<file path="src/hw/rtl/pwlgs_pkg.sv">
// Types, constants and divider step for the piecewise linear gray stretch
package pwlgs_pkg;

    localparam int PIX_W = 8;
    localparam int QUO_W = 8;
    localparam int NUM_W = 16;
    localparam int CFG_IDX_W = 8;
    localparam logic [PIX_W-1:0] PIX_MAX = 8'd255;

    localparam logic [PIX_W-1:0] RST_LOW_KNEE_IN = 8'd72;
    localparam logic [PIX_W-1:0] RST_HIGH_KNEE_IN = 8'd100;
    localparam logic [PIX_W-1:0] RST_LOW_KNEE_OUT = 8'd5;
    localparam logic [PIX_W-1:0] RST_HIGH_KNEE_OUT = 8'd240;

    typedef enum logic [CFG_IDX_W-1:0] {
        CFG_LOW_KNEE_IN = 8'd0,
        CFG_HIGH_KNEE_IN = 8'd1,
        CFG_LOW_KNEE_OUT = 8'd2,
        CFG_HIGH_KNEE_OUT = 8'd3
    } t_cfg_idx;

    typedef struct packed {
        logic [PIX_W-1:0] low_knee_in;
        logic [PIX_W-1:0] high_knee_in;
        logic [PIX_W-1:0] low_knee_out;
        logic [PIX_W-1:0] high_knee_out;
    } t_knees;

    typedef struct packed {
        logic [PIX_W-1:0] base;
        logic [PIX_W-1:0] den;
        logic [PIX_W-1:0] dx;
        logic signed [PIX_W:0] slope;
    } t_ops;

    typedef struct packed {
        logic [PIX_W-1:0] den;
        logic [PIX_W-1:0] rem;
        logic [PIX_W-1:0] low;
        logic [QUO_W-1:0] quo;
    } t_div;

    function automatic t_div div_step(input t_div s);
        t_div r;
        logic [PIX_W:0] t;
        logic [PIX_W:0] d;
        r = s;
        t = {s.rem, s.low[PIX_W-1]};
        d = t - {1'b0, s.den};
        if (t >= {1'b0, s.den}) begin
            r.rem = d[PIX_W-1:0];
            r.quo = {s.quo[QUO_W-2:0], 1'b1};
        end else begin
            r.rem = t[PIX_W-1:0];
            r.quo = {s.quo[QUO_W-2:0], 1'b0};
        end
        r.low = {s.low[PIX_W-2:0], 1'b0};
        return r;
    endfunction

endpackage

</file>
<file path="src/hw/rtl/pwlgs_if.sv">
// Stream and configuration channel interfaces
interface pwlgs_pix_in_if;
    logic       valid;
    logic       ready;
    logic [7:0] pixel_in;
    modport source (output valid, output pixel_in, input ready);
    modport sink (input valid, input pixel_in, output ready);
endinterface

interface pwlgs_pix_out_if;
    logic       valid;
    logic       ready;
    logic [7:0] pixel_out;
    modport source (output valid, output pixel_out, input ready);
    modport sink (input valid, input pixel_out, output ready);
endinterface

interface pwlgs_cfg_if;
    logic       valid;
    logic       ready;
    logic [7:0] index;
    logic [7:0] wdata;
    modport source (output valid, output index, output wdata, input ready);
    modport sink (input valid, input index, input wdata, output ready);
endinterface

</file>
<file path="src/hw/rtl/pwlgs_cfg_regs.sv">
// Knee configuration registers
module pwlgs_cfg_regs
    import pwlgs_pkg::*;
(
    input  logic          i_clk,
    input  logic          i_rst_n,
    pwlgs_cfg_if.sink     i_cfg,
    output t_knees        o_knees
);

    t_knees r_knees;
    t_knees n_knees;

    assign i_cfg.ready = 1'b1;
    assign o_knees = r_knees;

    always_comb begin
        n_knees = r_knees;
        if (i_cfg.valid) begin
            unique case (i_cfg.index)
                CFG_LOW_KNEE_IN:   n_knees.low_knee_in = i_cfg.wdata;
                CFG_HIGH_KNEE_IN:  n_knees.high_knee_in = i_cfg.wdata;
                CFG_LOW_KNEE_OUT:  n_knees.low_knee_out = i_cfg.wdata;
                CFG_HIGH_KNEE_OUT: n_knees.high_knee_out = i_cfg.wdata;
                default:           n_knees = r_knees;
            endcase
        end
    end

    always_ff @(posedge i_clk) begin
        if (!i_rst_n) begin
            r_knees.low_knee_in <= RST_LOW_KNEE_IN;
            r_knees.high_knee_in <= RST_HIGH_KNEE_IN;
            r_knees.low_knee_out <= RST_LOW_KNEE_OUT;
            r_knees.high_knee_out <= RST_HIGH_KNEE_OUT;
        end else begin
            r_knees <= n_knees;
        end
    end

endmodule

</file>
<file path="src/hw/rtl/pwlgs_setup.sv">
// Segment select stage: picks base, divisor, offset and slope
module pwlgs_setup
    import pwlgs_pkg::*;
(
    input  logic             i_clk,
    input  logic             i_rst_n,
    input  t_knees           i_knees,
    input  logic             i_valid,
    output logic             o_ready,
    input  logic [PIX_W-1:0] i_pixel,
    output logic             o_valid,
    input  logic             i_ready,
    output t_ops             o_ops
);

    logic r_vld;
    t_ops r_ops;
    t_ops n_ops;

    assign o_ready = !r_vld || i_ready;
    assign o_valid = r_vld;
    assign o_ops = r_ops;

    always_comb begin
        priority if (i_pixel < i_knees.low_knee_in) begin
            n_ops.base = '0;
            n_ops.den = i_knees.low_knee_in;
            n_ops.dx = i_pixel;
            n_ops.slope = $signed({1'b0, i_knees.low_knee_out});
        end else if (i_pixel > i_knees.high_knee_in) begin
            n_ops.base = i_knees.high_knee_out;
            n_ops.den = PIX_MAX - i_knees.high_knee_in;
            n_ops.dx = i_pixel - i_knees.high_knee_in;
            n_ops.slope = $signed({1'b0, PIX_MAX - i_knees.high_knee_out});
        end else if (i_knees.high_knee_in == i_knees.low_knee_in) begin
            n_ops.base = i_knees.high_knee_out;
            n_ops.den = {{(PIX_W-1){1'b0}}, 1'b1};
            n_ops.dx = '0;
            n_ops.slope = '0;
        end else begin
            n_ops.base = i_knees.low_knee_out;
            n_ops.den = i_knees.high_knee_in - i_knees.low_knee_in;
            n_ops.dx = i_pixel - i_knees.low_knee_in;
            n_ops.slope = $signed({1'b0, i_knees.high_knee_out})
                        - $signed({1'b0, i_knees.low_knee_out});
        end
    end

    always_ff @(posedge i_clk) begin
        if (!i_rst_n) begin
            r_vld <= 1'b0;
        end else if (o_ready) begin
            r_vld <= i_valid;
        end
    end

    always_ff @(posedge i_clk) begin
        if (o_ready && i_valid) begin
            r_ops <= n_ops;
        end
    end

endmodule

</file>
<file path="src/hw/rtl/pwlgs_mac.sv">
// Multiply stage and numerator sum stage
module pwlgs_mac
    import pwlgs_pkg::*;
(
    input  logic  i_clk,
    input  logic  i_rst_n,
    input  logic  i_valid,
    output logic  o_ready,
    input  t_ops  i_ops,
    output logic  o_valid,
    input  logic  i_ready,
    output t_div  o_div
);

    localparam int PROD_W = 2 * (PIX_W + 1);

    logic                     r_vld_m;
    logic                     r_vld_s;
    logic                     ready_s;
    logic [NUM_W-1:0]         r_p0;
    logic signed [PROD_W-1:0] r_p1;
    logic [PIX_W-1:0]         r_den_m;
    logic signed [PROD_W-1:0] sum;
    t_div                     r_div;
    t_div                     n_div;

    assign ready_s = !r_vld_s || i_ready;
    assign o_ready = !r_vld_m || ready_s;
    assign o_valid = r_vld_s;
    assign o_div = r_div;

    assign sum = $signed({{(PROD_W-NUM_W){1'b0}}, r_p0}) + r_p1;

    always_comb begin
        n_div.den = r_den_m;
        n_div.quo = '0;
        if (sum[PROD_W-1] || sum == '0) begin
            n_div.rem = '0;
            n_div.low = '0;
        end else begin
            n_div.rem = sum[NUM_W-1:PIX_W];
            n_div.low = sum[PIX_W-1:0];
        end
    end

    always_ff @(posedge i_clk) begin
        if (!i_rst_n) begin
            r_vld_m <= 1'b0;
            r_vld_s <= 1'b0;
        end else begin
            if (o_ready) begin
                r_vld_m <= i_valid;
            end
            if (ready_s) begin
                r_vld_s <= r_vld_m;
            end
        end
    end

    always_ff @(posedge i_clk) begin
        if (o_ready && i_valid) begin
            r_p0 <= i_ops.base * i_ops.den;
            r_p1 <= PROD_W'($signed({1'b0, i_ops.dx}) * i_ops.slope);
            r_den_m <= i_ops.den;
        end
        if (ready_s && r_vld_m) begin
            r_div <= n_div;
        end
    end

endmodule

</file>
<file path="src/hw/rtl/pwlgs_div_stage.sv">
// One restoring divider stage, QBITS quotient bits per cycle unless stalled
module pwlgs_div_stage
    import pwlgs_pkg::*;
#(
    parameter int QBITS = 2
) (
    input  logic  i_clk,
    input  logic  i_rst_n,
    input  logic  i_valid,
    output logic  o_ready,
    input  t_div  i_div,
    output logic  o_valid,
    input  logic  i_ready,
    output t_div  o_div
);

    logic r_vld;
    t_div r_div;
    t_div n_div;

    assign o_ready = !r_vld || i_ready;
    assign o_valid = r_vld;
    assign o_div = r_div;

    always_comb begin
        n_div = i_div;
        for (int k = 0; k < QBITS; k++) begin
            n_div = div_step(n_div);
        end
    end

    always_ff @(posedge i_clk) begin
        if (!i_rst_n) begin
            r_vld <= 1'b0;
        end else if (o_ready) begin
            r_vld <= i_valid;
        end
    end

    always_ff @(posedge i_clk) begin
        if (o_ready && i_valid) begin
            r_div <= n_div;
        end
    end

endmodule

</file>
<file path="src/hw/rtl/piecewise_linear_gray_stretch.sv">
// Top level of the piecewise linear gray stretch pipeline
//
//  channel | dir | payload              | width
//  i_cfg   | in  | index, wdata         | 8, 8
//  i_pix   | in  | pixel_in             | 8
//  o_pix   | out | pixel_out            | 8
//
// One pixel enters per cycle while the output keeps accepting; the stages, in order, are:
// segment select, multiply, numerator sum, then the divider stages.
// Each stage holds its own valid bit and stalls only when full and blocked downstream.
// Synchronous reset empties the pipeline and loads the default knees.
// Config writes are always accepted; ready is held high.
module piecewise_linear_gray_stretch
    import pwlgs_pkg::*;
#(
    parameter int QBITS_PER_STAGE = 2
) (
    input  logic           i_clk,
    input  logic           i_rst_n,
    pwlgs_cfg_if.sink      i_cfg,
    pwlgs_pix_in_if.sink   i_pix,
    pwlgs_pix_out_if.source o_pix
);

    localparam int NUM_DIV = QUO_W / QBITS_PER_STAGE;

    t_knees knees;
    logic   setup_valid;
    logic   setup_ready;
    t_ops   ops;
    logic   mac_valid;
    t_div   mac_div;
    logic   div_valid [NUM_DIV+1];
    logic   div_ready [NUM_DIV+1];
    t_div   div_data  [NUM_DIV+1];

    pwlgs_cfg_regs u_cfg (
        .i_clk   (i_clk),
        .i_rst_n (i_rst_n),
        .i_cfg   (i_cfg),
        .o_knees (knees)
    );

    pwlgs_setup u_setup (
        .i_clk   (i_clk),
        .i_rst_n (i_rst_n),
        .i_knees (knees),
        .i_valid (i_pix.valid),
        .o_ready (i_pix.ready),
        .i_pixel (i_pix.pixel_in),
        .o_valid (setup_valid),
        .i_ready (setup_ready),
        .o_ops   (ops)
    );

    pwlgs_mac u_mac (
        .i_clk   (i_clk),
        .i_rst_n (i_rst_n),
        .i_valid (setup_valid),
        .o_ready (setup_ready),
        .i_ops   (ops),
        .o_valid (mac_valid),
        .i_ready (div_ready[0]),
        .o_div   (mac_div)
    );

    assign div_valid[0] = mac_valid;
    assign div_data[0] = mac_div;

    for (genvar g = 0; g < NUM_DIV; g++) begin : g_div
        pwlgs_div_stage #(
            .QBITS (QBITS_PER_STAGE)
        ) u_div (
            .i_clk   (i_clk),
            .i_rst_n (i_rst_n),
            .i_valid (div_valid[g]),
            .o_ready (div_ready[g]),
            .i_div   (div_data[g]),
            .o_valid (div_valid[g+1]),
            .i_ready (div_ready[g+1]),
            .o_div   (div_data[g+1])
        );
    end

    assign div_ready[NUM_DIV] = o_pix.ready;
    assign o_pix.valid = div_valid[NUM_DIV];
    assign o_pix.pixel_out = div_data[NUM_DIV].quo;

endmodule

</file>
<file path="src/flat_wrapper.sv">
// flat-port wrapper written by rule: the top's interface ports become plain ports
module piecewise_linear_gray_stretch_flat import pwlgs_pkg::*;
#(
    parameter int QBITS_PER_STAGE = 2
)
  (i_clk, i_rst_n, i_cfg_valid, i_cfg_index, i_cfg_wdata, i_cfg_ready, i_pix_valid, i_pix_pixel_in, i_pix_ready, o_pix_valid, o_pix_pixel_out, o_pix_ready);
  pwlgs_cfg_if i_cfg_i ();
  pwlgs_pix_in_if i_pix_i ();
  pwlgs_pix_out_if o_pix_i ();
  input  logic i_clk;
  input  logic i_rst_n;
  input wire logic [$bits(i_cfg_i.valid)-1:0] i_cfg_valid;
  input wire logic [$bits(i_cfg_i.index)-1:0] i_cfg_index;
  input wire logic [$bits(i_cfg_i.wdata)-1:0] i_cfg_wdata;
  output wire logic [$bits(i_cfg_i.ready)-1:0] i_cfg_ready;
  input wire logic [$bits(i_pix_i.valid)-1:0] i_pix_valid;
  input wire logic [$bits(i_pix_i.pixel_in)-1:0] i_pix_pixel_in;
  output wire logic [$bits(i_pix_i.ready)-1:0] i_pix_ready;
  output wire logic [$bits(o_pix_i.valid)-1:0] o_pix_valid;
  output wire logic [$bits(o_pix_i.pixel_out)-1:0] o_pix_pixel_out;
  input wire logic [$bits(o_pix_i.ready)-1:0] o_pix_ready;
  assign i_cfg_i.valid = i_cfg_valid;
  assign i_cfg_i.index = i_cfg_index;
  assign i_cfg_i.wdata = i_cfg_wdata;
  assign i_cfg_ready = i_cfg_i.ready;
  assign i_pix_i.valid = i_pix_valid;
  assign i_pix_i.pixel_in = i_pix_pixel_in;
  assign i_pix_ready = i_pix_i.ready;
  assign o_pix_valid = o_pix_i.valid;
  assign o_pix_pixel_out = o_pix_i.pixel_out;
  assign o_pix_i.ready = o_pix_ready;
  piecewise_linear_gray_stretch #(.QBITS_PER_STAGE(QBITS_PER_STAGE)) u_core (.i_clk(i_clk), .i_rst_n(i_rst_n), .i_cfg(i_cfg_i), .i_pix(i_pix_i), .o_pix(o_pix_i));
endmodule
</file>
<file path="config.mk">
export PLATFORM = sky130hd
export DESIGN_NAME = piecewise_linear_gray_stretch_flat
export DESIGN_NICKNAME = d
export VERILOG_FILES = /design/src/hw/rtl/pwlgs_pkg.sv /design/src/hw/rtl/pwlgs_if.sv /design/src/hw/rtl/pwlgs_cfg_regs.sv /design/src/hw/rtl/pwlgs_setup.sv /design/src/hw/rtl/pwlgs_mac.sv /design/src/hw/rtl/pwlgs_div_stage.sv /design/src/hw/rtl/piecewise_linear_gray_stretch.sv /design/src/flat_wrapper.sv
export SDC_FILE = /design/constraint.sdc
export NUM_CORES = 1
export LEC_CHECK = 0
export BUFFER_PORTS_ARGS = -buffer_cell sky130_fd_sc_hd__buf_2
export CAP_MARGIN = 20
export CORE_MARGIN = 4
export CORE_UTILIZATION = 50
export DETAILED_ROUTE_END_ITERATION = 12
export PLACE_DENSITY = 0.69
export SYNTH_ARGS = -nofsm -noshare
export SYNTH_HDL_FRONTEND = slang
export SYNTH_SLANG_ARGS = --single-unit
</file>
<file path="constraint.sdc">
create_clock -name i_clk -period 10.24 [get_ports i_clk]
set_input_delay 1.536 -clock i_clk [delete_from_list [all_inputs] [get_ports i_clk]]
set_output_delay 1.536 -clock i_clk [all_outputs]
set_load 0.03 [all_outputs]
</file>
======== Word-level counts from Yosys, hierarchy flattened ========
Cells that the tools add are included.
operators by class
  divide/modulo/power cells ............... 0
  mux-type cells .......................... 18
  $lt $le $gt $ge ......................... 10
  shift-type cells ........................ 0
  multiply operators ...................... 2
  reductions and logical operators ........ 29
  equal/unequal tests ..................... 4
  $add $sub $neg .......................... 14
  bitwise operators ....................... 0
operator list
  kind                   number
  $sub A8 B8 Y8          10
  $ge A9 B8 Y1           8
  $mux W33               2
  $mux W8                7
  $mux W25               1
  $add A17 B18 Y18       1
  $logic_not A18 Y1      1
  $mul A9 B9 Y18         1
  $eq A8 B2 Y1 const B   2
  $mul A8 B8 Y16         1
  $sub A8 B8 Y8 const A  2
  $sub A8 B8 Y9          1
  $eq A8 B1 Y1 const B   1
  $eq A8 B8 Y1           1
  $gt A8 B8 Y1           1
  $logic_not A8 Y1       1
  $logic_or A1 B1 Y1     8
  $lt A8 B8 Y1           1
  $mux W1                8
  $reduce_and A2 Y1      4
  $logic_and A1 B1 Y1    7
  $logic_not A1 Y1       7
  $reduce_or A3 Y1       1
word-level totals
  logic and storage cells ................. 112
  output and inout port bits .............. 11
  register bits after elaboration ......... 218
  ROM bits ................................ 0
  input port bits ......................... 29
  bits in writable memories ............... 0
  memories kept ........................... 0
  latch bits .............................. 0

======== Longest topological paths before layout ========
Gate-level depths: netlist of run 1.
  word-level depth ........................ 9
  gate-level depth with buffers ........... 18
  gate-level depth less buffers ........... 18

======== Hierarchy ========
Synthesis of run 1 repeated with hierarchy kept, for this count alone.
second synthesis, totals
  cell total of the unflattened synthesis .. 1835
  area total of the unflattened synthesis .. 19846.5 sq um
modules (own cells, without submodules)
  module                                       instances  cells an instance  area each (sq um)  seq. area each (sq um)
  pwlgs_mac                                    1          718                7563.5             2021.9
  pwlgs_div_stage (u_core.g_div[0].u_div ...)  3          160                1975.6             920.9
  pwlgs_setup                                  1          348                3074.2             1011.0
  pwlgs_div_stage (u_core.g_div[2].u_div)      1          162                1965.6             920.9
  pwlgs_cfg_regs                               1          127                1316.3             640.6

======== Worst setup path after synthesis of run 1 ========
No wires, ideal clock.
  path type ............................... input -> register
  start ................................... in o_pix_ready
  end ..................................... reg u_core.u_mac.r_den_m[0], enable pin
  path slack .............................. 4502 ps
  path buffers ............................ 1
  stages on the path ...................... 5
  library setup time ...................... 506 ps
  required time ........................... 9734 ps
  data arrival time ....................... 5232 ps
  path through ............................ nor2b_1 and3_1 and3_1 clkbuf_1 a21boi_0
on the way
  word-level cells in the longest chain between the ends .. 7
RTL lines
  what                              RTL line               text
  start, declared                   flat_wrapper.sv:21     input wire logic [$bits(o_pix_i.ready)-1:0] o_pix_ready;
  $logic_or A1 B1 Y1 (4 in series)  pwlgs_div_stage.sv:21  assign o_ready = !r_vld || i_ready;
  $logic_or A1 B1 Y1                pwlgs_mac.sv:27        assign ready_s = !r_vld_s || i_ready;
  $logic_or A1 B1 Y1                pwlgs_mac.sv:28        assign o_ready = !r_vld_m || ready_s;
  $logic_and A1 B1 Y1               pwlgs_mac.sv:61        if (o_ready && i_valid) begin
  end signal, assigned              pwlgs_mac.sv:64        r_den_m <= i_ops.den;
  end, declared                     pwlgs_mac.sv:22        logic [PIX_W-1:0] r_den_m;
Every way passes these cells.
A chain may end at the register's enable or synchronous reset.

======== Worst setup path in the final report of run 1 ========
  start ................................... reg u_core.u_setup.r_ops, in the netlist u_core.u_setup.o_ops[8]
  end ..................................... reg u_core.u_mac.r_p1[16], data pin
on the way
  word-level cells in the longest chain between the ends .. 1
RTL lines
  what                    RTL line           text
  start, declared         pwlgs_setup.sv:17  t_ops r_ops;
  start signal, assigned  pwlgs_setup.sv:59  r_ops <= n_ops;
  $mul A9 B9 Y18          pwlgs_mac.sv:63    r_p1 <= PROD_W'($signed({1'b0, i_ops.dx}) * i_ops.slope);
  end signal, assigned    pwlgs_mac.sv:63
  end, declared           pwlgs_mac.sv:21    logic signed [PROD_W-1:0] r_p1;
Every way passes these cells.

==> flow_results.org, run 1 <==
** Run status
- The run finished with clean final reports.

** Clocking
- Maximum number of buffers from clock root to sink :: 3
- Number of gates resized after CTS :: 0
- CTS built an H-tree with a depth of 1.
- Post-CTS timing repair inserted 0 buffers for setup.
- TritonCTS built the clock tree.
- Total of hold buffers inserted after clock tree synthesis :: 0
- For the worst-skew pair, the clock arrives at the later sink with an insertion delay of roughly 540 ps.
- Clock tree synthesis inserted a total of 25 buffers.
- CTS placed an instance of sky130_fd_sc_hd__clkbuf_16 at the clock tree root.
- Clock Sinks :: between 200 and 250
- Clock transition time at the flip-flop clock pins of the worst setup and hold paths :: ~60 ps

** Global route
- Across every metal layer, demand over resource in global routing totals about a fifth.
- Vias in the first global route :: between 10,000 and 15,000
- Maximum number of pins on one net before global-route repair :: 43
- Global-route wire length before repair :: between 60 and 70 mm
- Initial antenna violation count :: 0
- Leftover overflow at the end of global routing :: 0

** Flow run
- Count of max-cap constraint violations :: 0

** Worst setup path
- Terminus of the critical flop-to-flop path :: u_core.u_mac.r_p1[16]
- Along the worst path, the maximum fanout reaches 10.
- Type of element launching the critical path :: register
- Signal arrival time at the worst endpoint :: approximately 5500 ps
- Type of the worst setup path :: register to register
- The worst register-to-register path has a setup slack of around 5100 ps.
- The worst register-to-register path has a depth of 14.
- Critical path startpoint :: u_core.u_setup.o_ops[8]
- STA classifies the critical path endpoint as a register.
- Required time reported for the critical path endpoint :: around 11,000 ps
- The startpoint identified for the worst register-to-register timing path is u_core.u_setup.o_ops[8].

** Place
- Post-Place Setup Slack :: between 5000 and 6000 ps
- Final HPWL DP :: just under 30 mm
- During placement, the flow inserted port buffers numbering 38.
- Placed inst area :: about 18,000 µm²
- The congestion estimate from routability-driven global placement came to 0.8683.

** Pwr
- Worst ir drop on vdd :: 126.5 µV
- LEAKAGE :: slightly above 8 nW
- Overall power of the completed layout :: around 0.0036 W
- Sequential fraction of design power :: 32.6%
- Net switching is between 30% and 40% of the power.
- In this run, the clock network consumes between 20% and 30% of the power.
- For this design the ratio of total power to cell area is approximately 190 nW/µm².
- Combinational cells account for roughly 44% of the total power.
- Net Sw Power :: 0.001270 W
- Internal power :: between 0.002 and 0.0025 W

** Timing
- Final Hold Violating Endpoints :: 0
- RSZ-0062 raised after global routing :: false
- Setup total negative slack on the finished layout was measured at 0 ps.
- Final setup vio count :: 0
- Headroom to the max-slew limit :: 28.13%
- Final cycle utilization of the critical path :: between 50% and 60%
- Worst setup margin :: just over 5000 ps
- The number of max-slew violations in the final report was 0.
- Transition time of the tightest slew-check pin :: about 1100 ps
- Post-route clock skew :: approximately 15 ps
- Fmax :: 193.8 MHz
- Shortest period the worst path allows :: around 5200 ps

** Synthesis
- The synthesized design contains approximately 180 enable-type register cells.
- Instance count of the mapped netlist :: about 1,700
- Synth Register Bits :: 218
- The Yosys step of the flow raised 0 warnings.
- Syn nets :: between 2,000 and 2,500
- In this run the mean area of a mapped cell was 10.13 µm².
- For this run, the leading register cell type out of synthesis is sky130_fd_sc_hd__edfxtp_1.
- Counting flops with an async set or reset pin after synthesis yields a share of 0%.
- Post-Synthesis Cell Area :: 17,610 µm²
- Number of distinct library cells after synthesis :: 86
- Post-synthesis sequential area ratio :: about a third

** Floorplanning
- The floorplan step defined a die boundary enclosing ~38,000 µm².
- The initialized floorplan defines 68 standard-cell rows.
- 40 I/O pins were placed.
- Initial cell density of the core :: 50.85%
- From left edge to right edge, the die measures 195.7 µm.
- Total core area :: 34,630 µm²
- DIE HEIGHT :: roughly 200 µm

** Drt
- Mean routed wirelength per cell :: about 16 µm
- First-pass detailed-route iteration total :: 5
- Summed over all layers, the routed wires come to roughly 37 mm.
- DRT antenna net count :: 0
- After the first detailed-routing iteration, the DRC count stood at slightly above 600.
- In the routed layout, each cell is associated on average with a via count of about 5.5.
- DRC :: 0
- The final route contains around 12,000 vias.

** Worst hold path
- Hold Crit Endpoint :: u_core.u_mac.o_div[28]
- The worst hold path begins at u_core.u_mac.r_den_m[4].
- Path type of the worst min-delay path :: register to register
- Along the worst hold path, the cell count comes to 0.

** Final layout
- Most frequent cells in the layout :: sky130_fd_sc_hd__inv_1, sky130_fd_sc_hd__ha_1, sky130_fd_sc_hd__edfxtp_1, sky130_fd_sc_hd__nand2_1, sky130_fd_sc_hd__a21oi_1
- ANT cells :: 0
- Nets :: 2,096
- Most frequent standard cell in the layout excluding fill and tap cells :: sky130_fd_sc_hd__inv_1
- Post-route standard cell area excluding fillers :: about 19,000 µm²
- Proportion of layout cells with a drive suffix above 1 :: 7.409%
- The layout has 2,939 filler cells.
- Area growth from synthesis to layout :: 8.634%
==> power groups by stage <==
stage	clock (W)	sequential, W	combinational, W
after floorplan	0	0.00116	0.00123
after global placement	0	0.00118	0.00152
after detailed placement	0	0.00118	0.00156
after CTS	0.000877	0.00116	0.00158
after global routing	0.000923	0.00117	0.00178
final	0.000852	0.00116	0.00155
==> through the flow <==
stage | hold slack (ps) | cells | util [%]
2_1_floorplan | 400.3 | 1738 | -
3_3_place_gp | 401.7 | 2201 | 52.83
3_5_place_dp | 404.5 | 2202 | 52.88
4_1_cts | 417.8 | 2248 | 55.14
5_1_grt | 421.5 | 2250 | 55.24
6_report | 416.8 | 2250 | 55.24
==> sequential cells by signal, summed over array words and instances, names as in the netlist <==
| name | flops |
|---|---|
| u_core.g_div.u_div.o_div | 80 |
| u_core.u_cfg.o_knees | 32 |
| u_core.u_setup.o_valid | 1 |
| u_core.u_mac.r_den_m | 8 |
| u_core.u_mac.o_valid | 1 |
| u_core.u_setup.o_ops | 33 |
| u_core.u_mac.o_div | 24 |
| u_core.u_mac.r_p1 | 18 |
| u_core.u_mac.r_p0 | 16 |
| u_core.u_mac.r_vld_m | 1 |
| u_core.g_div.u_div.o_valid | 4 |
==> routing by layer <==
metal / up-vias / GRT usage (%) / share of wire, %
met4: 0 / 8.404 / 4.9
met3: 92 / 2.198 / 2.7
met5: - / 0 / 0
met2: 221 / 34.64 / 50
li1: 6140 / - / -
met1: 5852 / 23.59 / 43
==> worst max-delay path by stage <==
stage,to,slack (ps),cells after the start
after detailed placement,u_core.u_mac.r_p1[16],5040,14
after global routing,u_core.u_mac.r_p1[16],4750,14
after CTS,u_core.u_mac.r_p1[16],5050,14
after floorplan,u_core.u_mac.r_den_m[0],4500,5
after global placement,u_core.u_mac.r_p1[16],5170,14
final,u_core.u_mac.r_p1[16],5080,14
==> kinds of logic (layout without fill, tap and decap cells) <==
family                     count (synthesis)  after routing  synth area share [%]
AOI/OAI and AO/OA                        325            325                 12.46
xor gates and xnor gates                  80             80                 3.980
adders and majority gates                291            291                 24.56
buffers and inverters                    252            309                 5.614
DFF                                      218            218                 34.96
muxes                                     60             60                 3.745
other                                      1              1               0.02130
and+or+nand+nor                          511            511                 14.65
==> synth_stat cells (all sizes together) (16+ instances only) <==
master | instances | area [µm²]
ha | 200 | 2502
xnor2 | 53 | 464.2
and2 | 91 | 569.3
o21ai | 66 | 330.3
dfxtp | 39 | 780.8
o21a | 17 | 127.6
nor3 | 31 | 155.2
a21oi | 109 | 549.3
nor2 | 100 | 375.4
edfxtp | 179 | 5375
mux2i | 31 | 310.3
inv | 213 | 799.5
nor2b | 53 | 331.6
nand2 | 139 | 526.8
a21o | 20 | 150.1
mux2 | 29 | 349.1
fa | 91 | 1822
buf | 16 | 102.6
clkbuf | 23 | 86.33
nand3 | 22 | 110.1
xor2 | 27 | 236.5
nand2b | 20 | 125.1
==> layout make-up <==
| type | instances | area, µm² | area share (%) |
|---|---|---|---|
| tap | 455 | 569.3 | 2.976 |
| clock inverter | 14 | 132.6 | 0.6934 |
| timing repair buffer | 50 | 305.3 | 1.596 |
| clock buffer | 32 | 651.9 | 3.408 |
| multi-input combinational | 1268 | 10510 | 54.96 |
| sequential | 218 | 6156 | 32.18 |
| inverter | 213 | 799.5 | 4.180 |
==> worst max-delay path: stages, from the launching register on <==
cell                        delay (ps)
sky130_fd_sc_hd__edfxtp_1          590
sky130_fd_sc_hd__nand2b_1          120
sky130_fd_sc_hd__fa_1              470
sky130_fd_sc_hd__fa_1              540
sky130_fd_sc_hd__inv_1              60
sky130_fd_sc_hd__fa_1              510
sky130_fd_sc_hd__fa_1              520
sky130_fd_sc_hd__fa_1              500
sky130_fd_sc_hd__ha_1              350
sky130_fd_sc_hd__inv_1              70
sky130_fd_sc_hd__o21bai_1           90
sky130_fd_sc_hd__a2111oi_1         630
sky130_fd_sc_hd__o41ai_1           180
sky130_fd_sc_hd__a21oi_1           210
sky130_fd_sc_hd__xnor2_1            90
Power figures use the tool's default switching activity.
==> run 2, diff against run 1 <==
Settings changed: PLACE_DENSITY 0.69 to 0.72.
Clock period 10.24 ns to 4.7 ns, I/O delays scaled along.
==> run 2 against run 1 <==
The run now ends with negative setup slack left. Largest power group unchanged. Routed wire length increased by 5.9%. Via count increased by 3.5%. Worst hold slack improved by 1.6 ps. Cell area is 5.0% higher. Critical endpoint unchanged. Global-route usage rose by 0.66 points. Highest routed layer unchanged. First-iteration DRC count is 3.9% higher.
==> flow_results.org, run 2 (synthesized netlist as in run 1, its figures left out) <==
** Final layout
- Nets :: around 2,200
- Leaving out fill and tap cells, the most frequent cells in the layout are sky130_fd_sc_hd__inv_1, sky130_fd_sc_hd__ha_1, sky130_fd_sc_hd__edfxtp_1, sky130_fd_sc_hd__nand2_1, sky130_fd_sc_hd__a21oi_1.
- The filler cells instantiated in the layout total a little under 3,000.
- Fraction of the core area covered by cells at the end of the flow :: between 50% and 60%
- Area growth from synthesis to layout :: 14.01%
- Leaving out fill and tap cells, the most frequent cell in the layout is sky130_fd_sc_hd__inv_1.
- ANT cells :: 0
- Summing all non-filler instances in the final layout gives an area of 20,070 µm².
- The register with the most flip-flops in the layout has 80 of them.
- In the final layout, the share of cells above drive strength 1 is between 10% and 20%.

** Global route
- Summed over all layers, the global routing overflow is 0.
- Across every metal layer, demand over resource in global routing totals about a fifth.
- Initial antenna violation count :: 0
- Maximum number of pins on one net before global-route repair :: 43
- Global-route wire length before repair :: roughly 64 mm
- Vias in the first global route :: around 13,000

** Timing
- Across all setup checks in the final design, the least slack found is -20.09 ps.
- RSZ-0062 raised after global routing :: true
- The worst pin sits at a relative slew slack of ~22%.
- Transition time of the tightest slew-check pin :: roughly 1200 ps
- Final cycle utilization of the critical path :: 100.4%
- Fmax :: 211.9 MHz
- Final setup vio count :: 1
- The final count of hold timing violations came to 0.
- Post-route clock skew :: around 23 ps
- The smallest clock period supported by the final layout is computed as 4720 ps.
- Final hold analysis gives a worst-case slack of approximately 420 ps.
- Count of pins over their slew limit :: 0

** Floorplanning
- The floorplan step defined a die boundary enclosing ~38,000 µm².
- In this run the count of I/O pins placed on the die edge is 40.
- Cell Rows :: ~70
- DIE HEIGHT :: 195.7 µm
- Initial cell density of the core :: between 50% and 60%
- In this run the horizontal extent of the chip is 195.7 µm.
- Total core area :: ~35,000 µm²

** Clocking
- Maximum number of buffers from clock root to sink :: 3
- The tree is rooted in a sky130_fd_sc_hd__clkbuf_16.
- After clock tree synthesis, the flow added hold-fix buffers numbering 0.
- CTS tree :: done
- Clock transition time at the flip-flop clock pins of the worst setup and hold paths :: 60 ps
- Clock insertion delay at the later pin of the skew report :: roughly 540 ps
- CTS H-Tree Depth :: 1
- Total clock buffers created by CTS :: 25
- Clock tree synthesis found a total of between 200 and 250 sinks.

** Worst setup path
- The number of cells on the worst reg-to-reg path is 16.
- Along the worst path, the maximum fanout reaches 6.
- Among all stages on the critical path, the largest delay is contributed by sky130_fd_sc_hd__fa_1.
- STA puts the critical path data required time at between 4000 and 5000 ps.
- Largest stage delay on the critical path :: slightly below 600 ps
- Together, buffers and inverters on the worst path number 2.
- The critical path is of the register to register type.
- Most frequent cell on the critical path :: sky130_fd_sc_hd__fa_1
- On the critical path the largest part of the delay comes from adder cells.
- Launch point of the worst reg-to-reg path :: u_core.u_setup.o_ops[13]
- STA classifies the critical path endpoint as a register.
- Type of element launching the critical path :: register
- The worst register-to-register path ends at u_core.u_mac.r_p1[16].
- The setup check on the worst reg-to-reg path leaves a slack of -20 ps.
- Data on the critical path arrives at its endpoint at around 5000 ps.
- Walking the worst path, the cells encountered are nand2_1, fa_1, inv_1, fa_1, ha_1, fa_1, ha_4, ha_1, a21o_1, a21oi_4, o21bai_4, a2111oi_4, buf_4, o41ai_2, a21oi_1, xnor2_1.

** Worst hold path
- Number of cells on the worst hold path :: 0
- Hold Crit Start :: u_core.g_div[2].u_div.o_div[4]
- The path class of the tightest hold or removal check is register to register.
- Hold Crit Endpoint :: u_core.g_div[3].u_div.o_div[6]

** Drt
- Aggregate routed wire length :: just under 40 mm
- Mean number of vias per cell :: between 5 and 6
- The detailed router finished its first iteration with about 630 violations.
- The first detailed-routing pass ran for 5 iterations.
- The count of nets left with antenna violations once routing finished came out at 0.
- The detailed router placed ~13,000 vias in this run.
- Mean routed wirelength per cell :: approximately 17 µm
- DRC :: 0

** Place
- In this run the cell area measured after placement is around 19,000 µm².
- Once detailed placement completed, the half-perimeter wirelength came to 30.31 mm.
- Post-Place Setup Slack :: -176.7 ps
- Buffers placed on the I/O ports in this run total 38.
- The congestion estimate from routability-driven global placement came to about 0.9.

** Flow run
- Max-cap violations in this run came to 0.

** Run status
- The checks that failed: negative setup slack.
- The flow ran to the end, but the final reports show violations.

** Pwr
- Summed over all cells, the static leakage comes to approximately 8.7 nW.
- Across the VDD grid, the largest voltage drop is 502.5 µV.
- PwrDens :: between 400 and 500 nW/µm²
==> run 2: cell types whose count changed in the layout (fill, tap and decap cells not counted), moves of 6 or more <==
cell,before,now
sky130_fd_sc_hd__and2_1,91,85
sky130_fd_sc_hd__and2_4,0,6
sky130_fd_sc_hd__buf_4,9,81
sky130_fd_sc_hd__buf_6,0,9
sky130_fd_sc_hd__fa_1,91,84
sky130_fd_sc_hd__fa_2,0,7
sky130_fd_sc_hd__ha_1,200,188
sky130_fd_sc_hd__ha_4,0,10
sky130_fd_sc_hd__inv_1,212,205
sky130_fd_sc_hd__inv_2,1,7
sky130_fd_sc_hd__nand2_1,137,131
sky130_fd_sc_hd__nand2_2,2,8
==> run 2: repair_timing <==
item,in CTS,in global routing
setup endpoints to repair,8,18
cloned,0,0
resized for setup,15,53
pin swaps,14,66
buffers inserted,5,22
==> run 2: power breakdown <==
group          internal, W  switching [W]
registers          0.00242      0.0000868
clock network      0.00120       0.000791
logic              0.00208        0.00233
total              0.00570        0.00321
==> run 2: metrics by stage <==
step | std cells | total power, W | setup TNS (ps)
after global routing | 2328 | 0.009544 | -496.6
after global placement | 2255 | 0.006098 | -169.5
final | 2328 | 0.008910 | -20.09
after floorplan | 1738 | 0.005230 | 0
after CTS | 2305 | 0.008457 | 0
after detailed placement | 2255 | 0.006205 | -715.2
==> run 2: worst register-to-register path, cell delays in order (launching register included) <==
cell	delay (ps)
sky130_fd_sc_hd__edfxtp_1	480
sky130_fd_sc_hd__nand2_1	120
sky130_fd_sc_hd__fa_1	580
sky130_fd_sc_hd__inv_1	60
sky130_fd_sc_hd__fa_1	450
sky130_fd_sc_hd__ha_1	300
sky130_fd_sc_hd__fa_1	540
sky130_fd_sc_hd__ha_4	230
sky130_fd_sc_hd__ha_1	290
sky130_fd_sc_hd__a21o_1	220
sky130_fd_sc_hd__a21oi_4	200
sky130_fd_sc_hd__o21bai_4	110
sky130_fd_sc_hd__a2111oi_4	380
sky130_fd_sc_hd__buf_4	180
sky130_fd_sc_hd__o41ai_2	50
sky130_fd_sc_hd__a21oi_1	190
sky130_fd_sc_hd__xnor2_1	90
==> run 2: worst max-delay path by stage <==
stage                             startpoint                     to  slack (ps)  cells after the start
floorplan            u_core.u_setup.o_ops[9]  u_core.u_mac.r_p1[16]          30                     14
global placement    u_core.u_setup.o_ops[12]  u_core.u_mac.r_p1[17]         -70                     18
detailed placement  u_core.u_setup.o_ops[12]  u_core.u_mac.r_p1[17]        -180                     18
CTS                  u_core.u_setup.o_ops[9]  u_core.u_mac.r_p1[14]           2                     14
global route        u_core.u_setup.o_ops[13]  u_core.u_mac.r_p1[16]        -160                     16
finish              u_core.u_setup.o_ops[13]  u_core.u_mac.r_p1[16]         -20                     16
==> run 2: area by class of cell <==
| type | instances | area (µm²) | share of cell area [%] |
|---|---|---|---|
| Timing Repair Buffer | 129 | 914.6 | 4.556 |
| Clock buffer | 27 | 633.1 | 3.154 |
| Inverter | 213 | 802.0 | 3.995 |
| Multi-Input combinational cell | 1268 | 10790 | 53.76 |
| Tap cell | 455 | 569.3 | 2.836 |
| Clock inverter | 18 | 207.7 | 1.035 |
| Sequential cell | 218 | 6156 | 30.67 |
==> run 2: layer usage <==
layer  track usage [%]  vias up  wire (µm)
li1                  -     6294          -
met1             23.26     6138      15470
met2             37.29      215      20430
met3             2.404       93       1084
met4             8.172        0       1694
met5                 0        -          0
